===== config.mk =====
export PLATFORM = sky130hd
export DESIGN_NAME = arithmetic_expression_tokenizer_flat
export DESIGN_NICKNAME = d
export VERILOG_FILES = /design/src/aet_pkg.sv /design/src/aet_in_if.sv /design/src/aet_out_if.sv /design/src/aet_front.sv /design/src/aet_queue.sv /design/src/aet_back.sv /design/src/arithmetic_expression_tokenizer.sv /design/src/flat_wrapper.sv
export SDC_FILE = /design/constraint.sdc
export NUM_CORES = 1
export LEC_CHECK = 0
export BUFFER_PORTS_ARGS = -buffer_cell sky130_fd_sc_hd__buf_4
export CORE_UTILIZATION = 32
export DETAILED_ROUTE_END_ITERATION = 8
export PLACE_DENSITY_LB_ADDON = 0.2
export SYNTH_ARGS = -nofsm -noshare
export SYNTH_HDL_FRONTEND = slang
export SYNTH_SLANG_ARGS = --single-unit

===== constraint.sdc =====
create_clock -name clk -period 4.1 [get_ports clk]
set_input_delay 0.82 -clock clk [delete_from_list [all_inputs] [get_ports clk]]
set_output_delay 0.82 -clock clk [all_outputs]
set_load 0.02 [all_outputs]

===== src/aet_pkg.sv =====
// Shared types and constants of the arithmetic expression tokenizer.
`timescale 1ns / 1ps
`default_nettype none
package aet_pkg;

  localparam logic [2:0] KIND_NUMBER   = 3'd0;
  localparam logic [2:0] KIND_OPERATOR = 3'd1;
  localparam logic [2:0] KIND_PAREN    = 3'd2;
  localparam logic [2:0] KIND_ERROR    = 3'd3;
  localparam logic [2:0] KIND_END      = 3'd4;

  localparam logic [30:0] OP_ADD    = 31'd0;
  localparam logic [30:0] OP_SUB    = 31'd1;
  localparam logic [30:0] OP_MUL    = 31'd2;
  localparam logic [30:0] OP_DIV    = 31'd3;
  localparam logic [30:0] PAREN_LEFT  = 31'd0;
  localparam logic [30:0] PAREN_RIGHT = 31'd1;

  localparam logic [7:0] CH_PLUS   = 8'h2B;
  localparam logic [7:0] CH_MINUS  = 8'h2D;
  localparam logic [7:0] CH_STAR   = 8'h2A;
  localparam logic [7:0] CH_SLASH  = 8'h2F;
  localparam logic [7:0] CH_LPAREN = 8'h28;
  localparam logic [7:0] CH_RPAREN = 8'h29;
  localparam logic [7:0] CH_ZERO   = 8'h30;
  localparam logic [7:0] CH_NINE   = 8'h39;
  localparam logic [7:0] CH_SPACE  = 8'h20;
  localparam logic [7:0] CH_TAB    = 8'h09;
  localparam logic [7:0] CH_CR     = 8'h0D;

  localparam logic [30:0] NUM_MAX = 31'h7FFF_FFFF;

  localparam int QUEUE_DEPTH = 4;
  localparam int QUEUE_AW    = $clog2(QUEUE_DEPTH);
  localparam int GROUP_SIZE  = 3;

  typedef struct packed {
    logic [2:0]  kind;
    logic [30:0] value;
  } token_t;

  // Tokens caused by one character, in output order.
  typedef struct packed {
    logic [1:0]                  count;
    token_t [GROUP_SIZE-1:0]     tok;
  } group_t;

  typedef struct packed {
    logic full;
    logic empty;
  } queue_stat_t;

endpackage
`default_nettype wire


===== src/aet_in_if.sv =====
// Character input channel.
`timescale 1ns / 1ps
`default_nettype none
interface aet_in_if;
  logic       valid;
  logic       ready;
  logic [7:0] char_code;
  logic       end_of_text;

  modport source (output valid, char_code, end_of_text, input ready);
  modport sink (input valid, char_code, end_of_text, output ready);
endinterface
`default_nettype wire


===== src/aet_out_if.sv =====
// Token output channel.
`timescale 1ns / 1ps
`default_nettype none
interface aet_out_if;
  logic        valid;
  logic        ready;
  logic [2:0]  token_kind;
  logic [30:0] token_value;
  logic        last_result;

  modport source (output valid, token_kind, token_value, last_result, input ready);
  modport sink (input valid, token_kind, token_value, last_result, output ready);
endinterface
`default_nettype wire


===== src/aet_front.sv =====
// Front end: classifies characters, accumulates numbers, builds token groups.
`timescale 1ns / 1ps
`default_nettype none
module aet_front (
  input  logic                clk,
  input  logic                rst,
  aet_in_if.sink              char_in,
  input  aet_pkg::queue_stat_t q_stat,
  output logic                push,
  output aet_pkg::group_t     push_group
);
  import aet_pkg::*;

  logic        in_number;
  logic [30:0] acc;
  logic        halted;
  logic        in_number_next;
  logic [30:0] acc_next;
  logic        halted_next;

  logic        accept;
  logic [7:0]  ch;
  logic        eot;
  logic        is_digit;
  logic        is_ws;
  logic [3:0]  digit;
  logic [34:0] acc_x10;
  logic [30:0] acc_sat;
  token_t      chr_tok;
  token_t      cand [GROUP_SIZE];
  logic [GROUP_SIZE-1:0] cand_on;
  logic [1:0]  n;

  assign ch      = char_in.char_code;
  assign eot     = char_in.end_of_text;
  assign accept  = char_in.valid && char_in.ready;
  assign char_in.ready = !q_stat.full;

  assign is_digit = (ch >= CH_ZERO) && (ch <= CH_NINE);
  assign is_ws    = (ch == CH_SPACE) || ((ch >= CH_TAB) && (ch <= CH_CR));
  assign digit    = ch[3:0];

  // value*10 + digit as two shifted adds, then clamp
  assign acc_x10 = {1'b0, acc, 3'b000} + {3'b000, acc, 1'b0} + {31'd0, digit};
  assign acc_sat = (acc_x10 > {4'd0, NUM_MAX}) ? NUM_MAX : acc_x10[30:0];

  always_comb begin
    chr_tok.kind  = KIND_ERROR;
    chr_tok.value = '0;
    unique case (ch)
      CH_PLUS:   begin chr_tok.kind = KIND_OPERATOR; chr_tok.value = OP_ADD; end
      CH_MINUS:  begin chr_tok.kind = KIND_OPERATOR; chr_tok.value = OP_SUB; end
      CH_STAR:   begin chr_tok.kind = KIND_OPERATOR; chr_tok.value = OP_MUL; end
      CH_SLASH:  begin chr_tok.kind = KIND_OPERATOR; chr_tok.value = OP_DIV; end
      CH_LPAREN: begin chr_tok.kind = KIND_PAREN; chr_tok.value = PAREN_LEFT; end
      CH_RPAREN: begin chr_tok.kind = KIND_PAREN; chr_tok.value = PAREN_RIGHT; end
      default:   begin chr_tok.kind = KIND_ERROR; chr_tok.value = '0; end
    endcase
  end

  always_comb begin
    // pending number first, then the character's own token, then the end marker
    cand[0].kind  = KIND_NUMBER;
    cand[0].value = is_digit ? acc_sat : acc;
    cand_on[0]    = !halted && ((!is_digit && in_number) || (is_digit && eot));
    cand[1]       = chr_tok;
    cand_on[1]    = !halted && !is_digit && !is_ws;
    cand[2].kind  = KIND_END;
    cand[2].value = '0;
    cand_on[2]    = eot;

    push_group = '0;
    n = '0;
    for (int i = 0; i < GROUP_SIZE; i++) begin
      if (cand_on[i]) begin
        push_group.tok[n] = cand[i];
        n = n + 2'd1;
      end
    end
    push_group.count = n;
    push = accept && (n != 2'd0);
  end

  always_comb begin
    in_number_next = in_number;
    acc_next       = acc;
    halted_next    = halted;
    if (eot) begin
      in_number_next = 1'b0;
      acc_next       = '0;
      halted_next    = 1'b0;
    end else if (!halted) begin
      if (is_digit) begin
        in_number_next = 1'b1;
        acc_next       = acc_sat;
      end else begin
        in_number_next = 1'b0;
        acc_next       = '0;
        halted_next    = cand_on[1] && (chr_tok.kind == KIND_ERROR);
      end
    end
  end

  always_ff @(posedge clk) begin
    if (rst) begin
      in_number <= 1'b0;
      acc       <= '0;
      halted    <= 1'b0;
    end else if (accept) begin
      in_number <= in_number_next;
      acc       <= acc_next;
      halted    <= halted_next;
    end
  end

`ifndef SYNTH
  a_halt_no_number: assert property (@(posedge clk) disable iff (rst)
    halted |-> (!in_number && (acc == '0)))
    else $error("number pending while halted on error");
  a_end_closes_group: assert property (@(posedge clk) disable iff (rst)
    (accept && eot) |-> (push && (push_group.tok[push_group.count - 2'd1].kind == KIND_END)))
    else $error("end of text without end token last");
`endif

endmodule
`default_nettype wire


===== src/aet_queue.sv =====
// Short queue of token groups between front and back end.
`timescale 1ns / 1ps
`default_nettype none
module aet_queue (
  input  logic                 clk,
  input  logic                 rst,
  input  logic                 push,
  input  aet_pkg::group_t      push_group,
  input  logic                 pop,
  output aet_pkg::queue_stat_t q_stat,
  output aet_pkg::group_t      head
);
  import aet_pkg::*;

  group_t              mem [QUEUE_DEPTH];
  logic [QUEUE_AW-1:0] wr_ptr;
  logic [QUEUE_AW-1:0] rd_ptr;
  logic [QUEUE_AW:0]   count;

  assign q_stat.full  = (count == (QUEUE_AW + 1)'(QUEUE_DEPTH));
  assign q_stat.empty = (count == '0);
  assign head         = mem[rd_ptr];

  always_ff @(posedge clk) begin
    if (push) begin
      mem[wr_ptr] <= push_group;
    end
  end

  always_ff @(posedge clk) begin
    if (rst) begin
      wr_ptr <= '0;
      rd_ptr <= '0;
      count  <= '0;
    end else begin
      if (push) begin
        wr_ptr <= wr_ptr + 1'b1;
      end
      if (pop) begin
        rd_ptr <= rd_ptr + 1'b1;
      end
      case ({push, pop})
        2'b10:   count <= count + 1'b1;
        2'b01:   count <= count - 1'b1;
        default: count <= count;
      endcase
    end
  end

`ifndef SYNTH
  a_no_overflow: assert property (@(posedge clk) disable iff (rst) push |-> !q_stat.full)
    else $error("push into full queue");
  a_no_underflow: assert property (@(posedge clk) disable iff (rst) pop |-> !q_stat.empty)
    else $error("pop from empty queue");
`endif

endmodule
`default_nettype wire


===== src/aet_back.sv =====
// Back end: walks the head group one token per transfer into the output register.
`timescale 1ns / 1ps
`default_nettype none
module aet_back (
  input  logic                 clk,
  input  logic                 rst,
  input  aet_pkg::queue_stat_t q_stat,
  input  aet_pkg::group_t      head,
  output logic                 pop,
  aet_out_if.source            token_out
);
  import aet_pkg::*;

  logic       out_valid;
  token_t     out_tok;
  logic       out_last;
  logic [1:0] idx;
  logic       load;
  logic       group_done;

  assign load       = !q_stat.empty && (!out_valid || token_out.ready);
  assign group_done = (idx == (head.count - 2'd1));
  assign pop        = load && group_done;

  assign token_out.valid       = out_valid;
  assign token_out.token_kind  = out_tok.kind;
  assign token_out.token_value = out_tok.value;
  assign token_out.last_result = out_last;

  always_ff @(posedge clk) begin
    if (rst) begin
      out_valid <= 1'b0;
      idx       <= '0;
    end else begin
      if (load) begin
        out_valid <= 1'b1;
        idx       <= group_done ? 2'd0 : idx + 2'd1;
      end else if (token_out.ready) begin
        out_valid <= 1'b0;
      end
    end
  end

  // payload: hold until the next load
  always_ff @(posedge clk) begin
    if (load) begin
      out_tok  <= head.tok[idx];
      out_last <= group_done;
    end
  end

`ifndef SYNTH
  a_idx_in_group: assert property (@(posedge clk) disable iff (rst)
    !q_stat.empty |-> (idx < head.count))
    else $error("token index beyond head group");
  a_idx_rewinds: assert property (@(posedge clk) disable iff (rst)
    pop |=> (idx == 2'd0))
    else $error("token index not rewound after group");
`endif

endmodule
`default_nettype wire


===== src/arithmetic_expression_tokenizer.sv =====
// Top level of the arithmetic expression tokenizer.
// Path: a character's tokens are written into the queue, then into the output register.
// Throughput: one character per cycle while the queue is not full; the output register
// sends one token per cycle unless token_out.ready holds it, and a four-group queue
// between front and back end holds groups of up to 3 tokens each.
// Reset (synchronous, active high) clears lexer state, queue and output valid.
`timescale 1ns / 1ps
`default_nettype none
module arithmetic_expression_tokenizer (
  input  logic       clk,
  input  logic       rst,
  aet_in_if.sink     char_in,
  aet_out_if.source  token_out
);
  import aet_pkg::*;

  queue_stat_t q_stat;
  logic        push;
  group_t      push_group;
  logic        pop;
  group_t      head;

  aet_front u_front (
    .clk        (clk),
    .rst        (rst),
    .char_in    (char_in),
    .q_stat     (q_stat),
    .push       (push),
    .push_group (push_group)
  );

  aet_queue u_queue (
    .clk        (clk),
    .rst        (rst),
    .push       (push),
    .push_group (push_group),
    .pop        (pop),
    .q_stat     (q_stat),
    .head       (head)
  );

  aet_back u_back (
    .clk       (clk),
    .rst       (rst),
    .q_stat    (q_stat),
    .head      (head),
    .pop       (pop),
    .token_out (token_out)
  );

endmodule
`default_nettype wire


===== src/flat_wrapper.sv =====
// flat-port wrapper written by rule: the top's interface ports become plain ports
module arithmetic_expression_tokenizer_flat import aet_pkg::*;
  (clk, rst, char_in_valid, char_in_char_code, char_in_end_of_text, char_in_ready, token_out_valid, token_out_token_kind, token_out_token_value, token_out_last_result, token_out_ready);
  aet_in_if char_in_i ();
  aet_out_if token_out_i ();
  input  logic clk;
  input  logic rst;
  input wire logic [$bits(char_in_i.valid)-1:0] char_in_valid;
  input wire logic [$bits(char_in_i.char_code)-1:0] char_in_char_code;
  input wire logic [$bits(char_in_i.end_of_text)-1:0] char_in_end_of_text;
  output wire logic [$bits(char_in_i.ready)-1:0] char_in_ready;
  output wire logic [$bits(token_out_i.valid)-1:0] token_out_valid;
  output wire logic [$bits(token_out_i.token_kind)-1:0] token_out_token_kind;
  output wire logic [$bits(token_out_i.token_value)-1:0] token_out_token_value;
  output wire logic [$bits(token_out_i.last_result)-1:0] token_out_last_result;
  input wire logic [$bits(token_out_i.ready)-1:0] token_out_ready;
  assign char_in_i.valid = char_in_valid;
  assign char_in_i.char_code = char_in_char_code;
  assign char_in_i.end_of_text = char_in_end_of_text;
  assign char_in_ready = char_in_i.ready;
  assign token_out_valid = token_out_i.valid;
  assign token_out_token_kind = token_out_i.token_kind;
  assign token_out_token_value = token_out_i.token_value;
  assign token_out_last_result = token_out_i.last_result;
  assign token_out_i.ready = token_out_ready;
  arithmetic_expression_tokenizer u_core (.clk(clk), .rst(rst), .char_in(char_in_i), .token_out(token_out_i));
endmodule

After elaboration in Yosys (flattened, before gate mapping)
Memories as Yosys holds them, arrays and structs flattened. A register that Yosys moved wholly into a read port is not among the register bits.
Cells that the tools add are included.

storage, ports and cells
  register bits after elaboration = 78
  latch bits = 0
  RAM bits = 416
  ROM bits = 0
  input bits = 13
  output and inout bits = 37
  logic and storage cells = 109
  memories = 1

operators by class
  $add $sub $neg = 10
  multipliers = 0
  divide/modulo/power cells = 0
  order comparisons = 10
  equality and inequality tests = 13
  shift-type cells = 0
  mux-type cells = 33
  bitwise gates (word level) = 3
  reduce and logical (&&, ||, !) cells = 28

memory list
  name                words  width  rd ports  clocked after memory_dff  write ports  RTL line         text
  u_core.u_queue.mem  4      104    1         1                         1            aet_queue.sv:15  group_t mem [QUEUE_DEPTH];

operators with widths
  kind                                                                              number
  102-bit two-way mux                                                               2
  33-bit case mux with 6 select lines                                               1
  31-bit two-way mux                                                                6
  34-bit demux with 2-bit select                                                    2
  102-bit bitwise mux                                                               1
  34-bit two-way mux                                                                3
  99-bit bitwise AND                                                                1
  99-bit inverter                                                                   1
  34-bit binary-select mux with 2-bit select                                        1
  8-bit by 6-bit == test with 1-bit output, second input constant                   7
  34-bit by 32-bit adder with 35-bit output                                         1
  35-bit by 4-bit adder with 35-bit output                                          1
  35-bit by 31-bit > comparator with 1-bit output, second input constant            1
  1-bit logical AND                                                                 14
  1-bit two-way mux                                                                 11
  2-bit by 1-bit adder with 2-bit output, second input constant                     5
  2-bit two-way mux                                                                 5
  2-bit by 3-bit less-than comparator with 1-bit output, second input constant      3
  8-bit by 4-bit >= comparator with 1-bit output, second input constant             1
  8-bit by 6-bit >= comparator with 1-bit output, second input constant             1
  8-bit by 4-bit less-or-equal comparator with 1-bit output, second input constant  1
  8-bit by 6-bit less-or-equal comparator with 1-bit output, second input constant  1
  1-bit zero test                                                                   6
  3-bit case mux with 2 select lines                                                1
  other kinds (15)                                                                  20

Depth between registers and ports, before layout
Gate-level depths: netlist (run 1).

  depth after elaboration = 16
  depth in mapped cells = 20
  gate-level depth less buffers = 18

Cells and area by module
A second synthesis (run 1) with hierarchy kept.

unflattened totals
  cell total of the unflattened synthesis = 1,409
  area, all modules = 22,157.5 µm²

by module, submodules not included
  module     instances  cells each  area each (µm²)  seq. area each (µm²)
  aet_queue  1          591         15,458.6         12,672.2
  aet_front  1          645         4,743.3          660.6
  aet_back   1          173         1,955.6          1,111.1

Worst setup path after synthesis (run 1)
Ideal clock, no wire load.

  path kind = input to register
  start = input token_out_ready
  end = register u_core.u_queue.count[2]
  arrival = 4,303 ps
  data required time = 4,030 ps
  path slack = -273 ps
  stages = 9
  buffers on the path = 0
  cell sequence = inv_1 a21oi_1 and2_1 ha_1 inv_1 fa_1 xor2_1 or3_1 a21oi_1

between the ends
  word-level cells in the longest chain between the ends = 5
  elaborated cells between the ends (all ways) = 7

ends and longest elaborated chain
  item                                                                              RTL line                               text
  start: declaration                                                                flat_wrapper.sv:16                     input wire logic [$bits(token_out_i.ready)-1:0] token_out_ready;
  1-bit logical OR *                                                                aet_back.sv:21                         assign load = !q_stat.empty && (!out_valid || token_out.ready);
  1-bit logical AND *                                                               aet_back.sv:21
  via u_core.u_back.load                                                            aet_back.sv:18                         logic load;
  1-bit logical AND *                                                               aet_back.sv:23                         assign pop = load && group_done;
  via u_core.pop                                                                    arithmetic_expression_tokenizer.sv:20  logic pop;
  2-bit by 1-bit == test with 1-bit output / 2-bit == test (equally long branches)  aet_queue.sv:42                        case ({push, pop})
  3-bit case mux with 2 select lines / 2-bit nonzero test (equally long branches)   n/a
  end signal: assignment                                                            aet_queue.sv:43                        2'b10: count <= count + 1'b1;
  end signal: assignment                                                            aet_queue.sv:44                        2'b01: count <= count - 1'b1;
  end signal: assignment                                                            aet_queue.sv:45                        default: count <= count;
  end: declaration                                                                  aet_queue.sv:18                        logic [QUEUE_AW:0] count;

The timed path passes the listed nets; every way through them passes the cells marked *.
A chain may end at the register's enable or synchronous reset.

==> results of run 1 <==
## path summary, 6_finish.rpt
kind / to / startpoint / slack [ps] / cells past startpoint
worst max-delay path: u_core.u_queue.mem[0][4] / u_core.u_front.acc[0] / 280 / 13
worst min register to register: u_core.u_back.token_out.valid / u_core.u_back.token_out.valid / 500 / 2
worst min-delay path: u_core.u_back.token_out.valid / u_core.u_back.token_out.valid / 500 / 2
worst max register to register: u_core.u_queue.mem[0][4] / u_core.u_front.acc[0] / 280 / 13
## cell families after synthesis
kind of cell,Yosys count
AND/OR/NAND/NOR,205
AO/OA/AOI/OAI,229
XOR/XNOR,35
multiplexers,50
flip-flops,248
adder cells (fa/ha/maj),72
buffers and inverters,78
## synth_stat cells, drive strengths merged (16+ instances only)
library cell	number
mux4	42
dfxtp	45
a21oi	76
xor2	19
nand2	49
edfxtp	203
ha	69
xnor2	16
clkbuf	38
o211ai	25
nor2	46
inv	29
nor2b	35
o21ai	60
## worst max-delay path: stages, from the launching register on
cell and delay (ps):
dfxtp_1 400, inv_1 80, fa_1 560, inv_1 60
ha_1 320, a211oi_2 260, o211ai_1 150, a311oi_2 310
o211ai_1 170, a41oi_1 270, mux2i_1 180, nor4_2 390
buf_12 230, a21oi_1 140
## per-layer routing
| layer | up-vias | part of all wire (%) | track usage (%) |
|---|---|---|---|
| li1 | 3691 | - | - |
| met1 | 3819 | 50 | 22.1 |
| met2 | 125 | 45 | 23.0 |
| met3 | 31 | 3.5 | 1.39 |
| met4 | 0 | 1.6 | 3.85 |
| met5 | - | 0 | 0 |
## timing repair
action                     in CTS  in global routing
setup buffers                   0                  0
resized for setup               0                  1
setup endpoints to repair       0                 13
## cell usage in the layout, fill, tap and decap left out, types with 19 or more instances in the layout
master	n
a21oi_1	74
buf_4	100
clkbuf_16	26
dfxtp_1	43
edfxtp_1	203
ha_1	69
inv_1	29
mux4_2	42
nand2_1	49
nor2_1	46
nor2b_1	34
o211ai_1	25
o21ai_0	56
xor2_1	19
## flip-flops by register name, indices dropped and copies added, names as in the netlist, named ones only
| signal | count |
|---|---|
| u_core.u_queue.count | 3 |
| u_core.u_front.halted | 1 |
| u_core.u_queue.mem | 168 |
| u_core.u_queue.wr_ptr | 2 |
| u_core.u_back.token_out.token_kind | 3 |
| u_core.u_front.acc | 31 |
| u_core.u_back.token_out.valid | 1 |
| u_core.u_queue.rd_ptr | 2 |
| u_core.u_back.token_out.token_value | 31 |
| u_core.u_back.idx | 2 |
| u_core.u_back.token_out.last_result | 1 |
| u_core.u_front.in_number | 1 |
## power groups by stage
stage,clock network (mW),registers [mW],logic [mW]
2_1_floorplan,0,3.59,0.805
3_3_place_gp,0,3.38,1.65
3_5_place_dp,0,3.38,1.66
4_1_cts,2.30,3.33,1.66
5_1_grt,2.39,3.36,1.77
6_report,2.24,3.32,1.61
## layout make-up
cell class | count | area, um2 | share of cell area (%)
Sequential cell | 248 | 7000 | 49.1
Multi-Input combinational cell | 591 | 4800 | 33.6
Timing Repair Buffer | 108 | 911 | 6.39
Clock buffer | 32 | 673 | 4.72
Tap cell | 504 | 631 | 4.42
Clock inverter | 15 | 138 | 0.965
Inverter | 30 | 113 | 0.790
==> summary.txt, run 1 <==
Status
  • Outcome: completed

STA
  • Hold_ws: about 500 ps
  • Total negative setup slack: 0 ps
  • Final period util: about 93%
  • Final setup margin: about 280 ps
  • Final Max Tran Viols: 0
  • Slew at the pin closest to its max-slew limit: a little under 700 ps
  • Hold Fails Final Rpt: 0
  • Fmax: 262 MHz
  • Final setup vio count: 0
  • Slew headroom: roughly 55%
  • Final Skew: 12.1 ps
  • Fin crit period: 3820 ps
  • Unrepaired setup endpoints after global routing: false

Synth
  • XOR/XNOR share of the synthesized area: under 10%
  • Compound-Gate Fraction of Synth Area: 12.2%
  • Largest family of logic cells by synthesized area: compound AO/OA/AOI/OAI gates
  • Register area share after synthesis: 58.0%
  • Post-Synth Simple-Gate Area: 8.60%
  • Count of state elements after synthesis: 248
  • Synth area leader: edfxtp_1
  • Syn Inst Count: around 920
  • FFs w/ async S/R, synth: 0%
  • Netlist cell types: 63
  • Primary FF master, synth: edfxtp_1
  • Syn nets: about 1k
  • Area of the mapped netlist: 12100 um2
  • Synthesized-area fraction occupied by adder cells: about 7.7%
  • Post-synth EDFFs: between 200 and 250
  • Mux contribution to synthesized area: between 8 and 9%
  • Synth top area share: between 50% and 60%
  • Synth Warn #: 0
  • Syn_area_per_cell: approximately 13 um2
  • Synth area leaders: edfxtp_1, mux4_2, dfxtp_1, ha_1, a21oi_1

Clocking
  • CTS Hold Bufs: 0
  • Clk slew on worst S/H paths: around 60 ps
  • CTS tree: yes
  • CTS Buf Count: 26
  • H-tree Lvls: 1
  • Clock sink count: ~250
  • Root Buffer: clkbuf_16
  • Clock buffer depth: 3
  • Clk_lat worst skew: ~540 ps

Detailed routing
  • Routed wire per std cell: ~18 um
  • Post-Route WL: around 28000 um
  • DR iter-0 viols: 407
  • Detailed-route DRC error count: 0
  • Via count: approximately 7.7k
  • DR vias/cell: about 5
  • TritonRoute pass-1 iters: 5
  • Routed Antenna Nets: 0

Power and ir drop
  • Sw Ratio: about 28%
  • Sequential share of power: between 40 and 50%
  • Comb pwr share: roughly 22%
  • Clk pwr share: 31.3%
  • P_int: approximately 5.2 mW
  • Psw: about 2.0 mW
  • Overall power: just over 7 mW
  • Power Dens Cells: ~500 nW/um2
  • VDD IR max: 0.333 mV
  • Leak Pwr: roughly 5.2 nW

Floorplan
  • Die Y: ~200 um
  • Die X: 196 um
  • Ports: 50
  • Core area: about 37000 um2
  • Die footprint: 38500 um2
  • Starting Density: roughly a third
  • Rows: 70

Place
  • GPL Wtd Cong: around 0.8
  • Placed Instances: approximately 1.5k
  • HPWL Detailed: 19800 um
  • Port bufs: 49
  • Placed cell area: around 13000 um2
  • Worst slack, placed: -411 ps

Critical path
  • CP startpoint kind: flip-flop
  • Setup CP Type: flip-flop to flip-flop
  • Crit Path Max Fanout: 21
  • Crit. End Element: flip-flop
  • Worst Path Required: between 4000 and 5000 ps
  • Crit path DAT: slightly above 4000 ps

Min path
  • Worst hold path class: flip-flop to flip-flop

Finish
  • Fill count: approximately 3.5k
  • Final Util: between 30% and 40%
  • Layout overhead on the synthesized area: 18.2%
  • N_diodes: 0
  • Non-Filler Instances: ~1.5k
  • Final nets: between 1k and 1.5k
  • Final Instance Area: between 10000 and 15000 um2
  • Layout cell share with drive strength beyond 1: around a fifth

Global route
  • GRT Util Overall: between 10 and 15%
  • GR Overflow Total: 0
  • Largest net degree at the start of global routing: 40
  • Wire length of the first global-routing pass: roughly 44000 um
  • Initial antenna violation count: 0
  • Vias in the first global route: about 7.7k

Job
  • Max_cap viols: 0
Power figures use the tool's default switching activity.
==> run 2, diff against run 1 <==
--- a/config.mk
+++ b/config.mk
@@ -9,6 +9,7 @@
 export CORE_UTILIZATION = 32
 export DETAILED_ROUTE_END_ITERATION = 8
 export PLACE_DENSITY_LB_ADDON = 0.2
+export REMOVE_ABC_BUFFERS = 1
 export SYNTH_ARGS = -nofsm -noshare
 export SYNTH_HDL_FRONTEND = slang
 export SYNTH_SLANG_ARGS = --single-unit
==> summary.txt, run 2 (synthesis gave the netlist of run 1 again) <==
Clocking
  • Clk slew on worst S/H paths: 60 ps (about the same)
  • H-tree Lvls: 1 (unchanged)
  • Clock buffer depth: 3 (unchanged)
  • Root Buffer: clkbuf_16
  • CTS Buf Count: 26 (unchanged)
  • CTS tree: yes
  • Clk_lat worst skew: 520 ps (-20 ps)
  • Clock sink count: 248 (unchanged)

Critical path
  • Crit. End Element: flip-flop
  • Worst Path Required: 4390 ps (+50 ps)
  • Crit Path Max Fanout: 8 (-62%)
  • Cells along the critical path: inv_1 > fa_1 > inv_1 > ha_1 > a211oi_2 > o211ai_1 > a311oi_2 > o211ai_1 > a41oi_1 > mux2i_2 > nor3_2 > buf_4 > a21oi_1
  • Setup CP Type: flip-flop to flip-flop
  • Crit path DAT: 4170 ps (+110 ps)
  • CP startpoint kind: flip-flop
  • Critical path's largest stage delay: 540 ps (-20 ps)
  • CP max-delay cell: fa_1

Power and ir drop
  • Power Dens Cells: 498 nW/um2 (-0.96%)
  • Overall power: 7.11 mW (-0.93%)
  • Psw: 1.97 mW (-0.88%)
  • Sw Ratio: 27.8% (about the same)
  • VDD IR max: 0.288 mV (-14%)
  • Clk pwr share: 30.7% (-0.6 points)
  • Leak Pwr: 5.16 nW (about the same)
  • Comb pwr share: 22.4% (about the same)
  • Sequential share of power: 46.9% (+0.6 points)
  • P_int: 5.13 mW (-0.95%)

Floorplan
  • Core area: 36900 um2 (unchanged)
  • Ports: 50 (unchanged)
  • Die Y: 196 um (unchanged)
  • Die X: 196 um (unchanged)
  • Starting Density: 32.7% (unchanged)
  • Rows: 70 (unchanged)
  • Die footprint: 38500 um2 (unchanged)

STA
  • Hold Fails Final Rpt: 0 (unchanged)
  • Slew headroom: 58.0% (+3.0 points)
  • Final setup margin: 214 ps (-65.2 ps)
  • Unrepaired setup endpoints after global routing: true
  • Fin crit period: 3890 ps (+65.2 ps)
  • Slew at the pin closest to its max-slew limit: 626 ps (-48.1 ps)
  • Fmax: 257 MHz (-1.7%)
  • Final period util: 94.8% (+1.6 points)
  • Final setup vio count: 0 (unchanged)
  • Final Max Tran Viols: 0 (unchanged)
  • Final Skew: 8.25 ps (-3.83 ps)

Detailed routing
  • Post-Route WL: 27800 um (-0.11%)
  • Routed Antenna Nets: 0 (unchanged)
  • Routed wire per std cell: 18.2 um (-0.11%)
  • TritonRoute pass-1 iters: 5 (unchanged)
  • DR iter-0 viols: 572 (+41%)
  • Detailed-route DRC error count: 0 (unchanged)
  • DR vias/cell: 5.05 (+0.61%)
  • Via count: 7713 (+0.61%)

Status
  • Outcome: completed

Finish
  • N_diodes: 0 (unchanged)
  • Commonest non-fill, non-tap cell in the layout: edfxtp_1
  • Largest register FFs: 168 (unchanged)
  • Final nets: 1091 (+0.092%)
  • Layout cell share with drive strength beyond 1: 20.7% (+0.39 points)
  • Largest reg by FF count: u_core.u_queue.mem
  • Non-Filler Instances: 1528 (unchanged)
  • Final Instance Area: 14300 um2 (about the same)
  • Layout overhead on the synthesized area: 18.2% (about the same)
  • Most frequent cells in the layout: edfxtp_1, buf_4, a21oi_1

Global route
  • Initial antenna violation count: 1 (+1)
  • Wire length of the first global-routing pass: 44600 um (+0.34%)
  • Largest net degree at the start of global routing: 40 (unchanged)
  • GR Overflow Total: 0 (unchanged)
  • GRT Util Overall: 14.8% (-0.015 points)
  • Vias in the first global route: 7786 (+1.3%)

Place
  • Worst slack, placed: -329 ps (+82.0 ps)
  • Placed Instances: 1482 (+0.068%)
  • Placed cell area: 13500 um2 (about the same)
  • Port bufs: 49 (unchanged)
  • HPWL Detailed: 19800 um (+0.26%)
  • GPL Wtd Cong: 0.826 (+2.7%)

Min path
  • Worst hold path class: flip-flop to flip-flop

Job
  • Max_cap viols: 0 (unchanged)
run 2: final cells by class:
| cell class | count | area, um2 |
|---|---|---|
| timing repair buffer | 109 | 918 |
| fill | 3501 | 22600 |
| multi-input combinational | 591 | 4810 |
| clock inverter | 10 | 60.1 |
| clock buffer | 36 | 729 |
| inverter | 30 | 113 |
| tap | 504 | 631 |
| sequential | 248 | 7000 |
run 2: per-stage QoR:
stage,setup TNS [ps],utilization [%],hold slack (ps)
floorplan,-172680,-,466
global placement,-28950,36.5,494
detailed placement,-40520,36.5,503
CTS,0,38.6,511
global route,-33.9,38.7,536
finish,0,38.7,502
run 2: worst paths after layout:
kind         depth (start not counted)  slack [ps]                     startpoint                            end
min reg2reg                          2         500  u_core.u_back.token_out.valid  u_core.u_back.token_out.valid
max                                 13         210          u_core.u_front.acc[2]       u_core.u_queue.mem[0][8]
min                                  2         500  u_core.u_back.token_out.valid  u_core.u_back.token_out.valid
max reg2reg                         13         210          u_core.u_front.acc[2]       u_core.u_queue.mem[0][8]
run 2: power by group through the flow:
stage	logic, mW	clock network, mW	registers [mW]
after detailed placement	1.64	0	3.40
after global routing	1.74	2.35	3.38
after global placement	1.63	0	3.39
after floorplan	0.697	0	3.68
after CTS	1.64	2.23	3.35
final	1.59	2.18	3.34
run 2: critical path, delay by kind of cell (launching register included):
kind / cells / cell delay [ps]
flops: 1 / 460
simple gates: 1 / 80
buf+inv: 3 / 340
compound gates: 6 / 1530
fa+ha+maj: 2 / 860
mux: 1 / 370
run 2: per-layer routing:
layer  vias to the layer above  global-route usage, %  share of wire [%]  routed length, um
met5                         -                      0                  0                  0
met4                         0                   3.07               0.98                273
met3                        18                   1.67                3.9               1070
met2                       159                   23.2                 45              12600
met1                      3834                   22.0                 50              13800
li1                       3702                      -                  -                  -
run 2: timing repair:
item,in CTS,in global routing
setup endpoints to repair,0,48
setup buffers,0,0
hold buffers,0,0
gates resized for setup,0,5
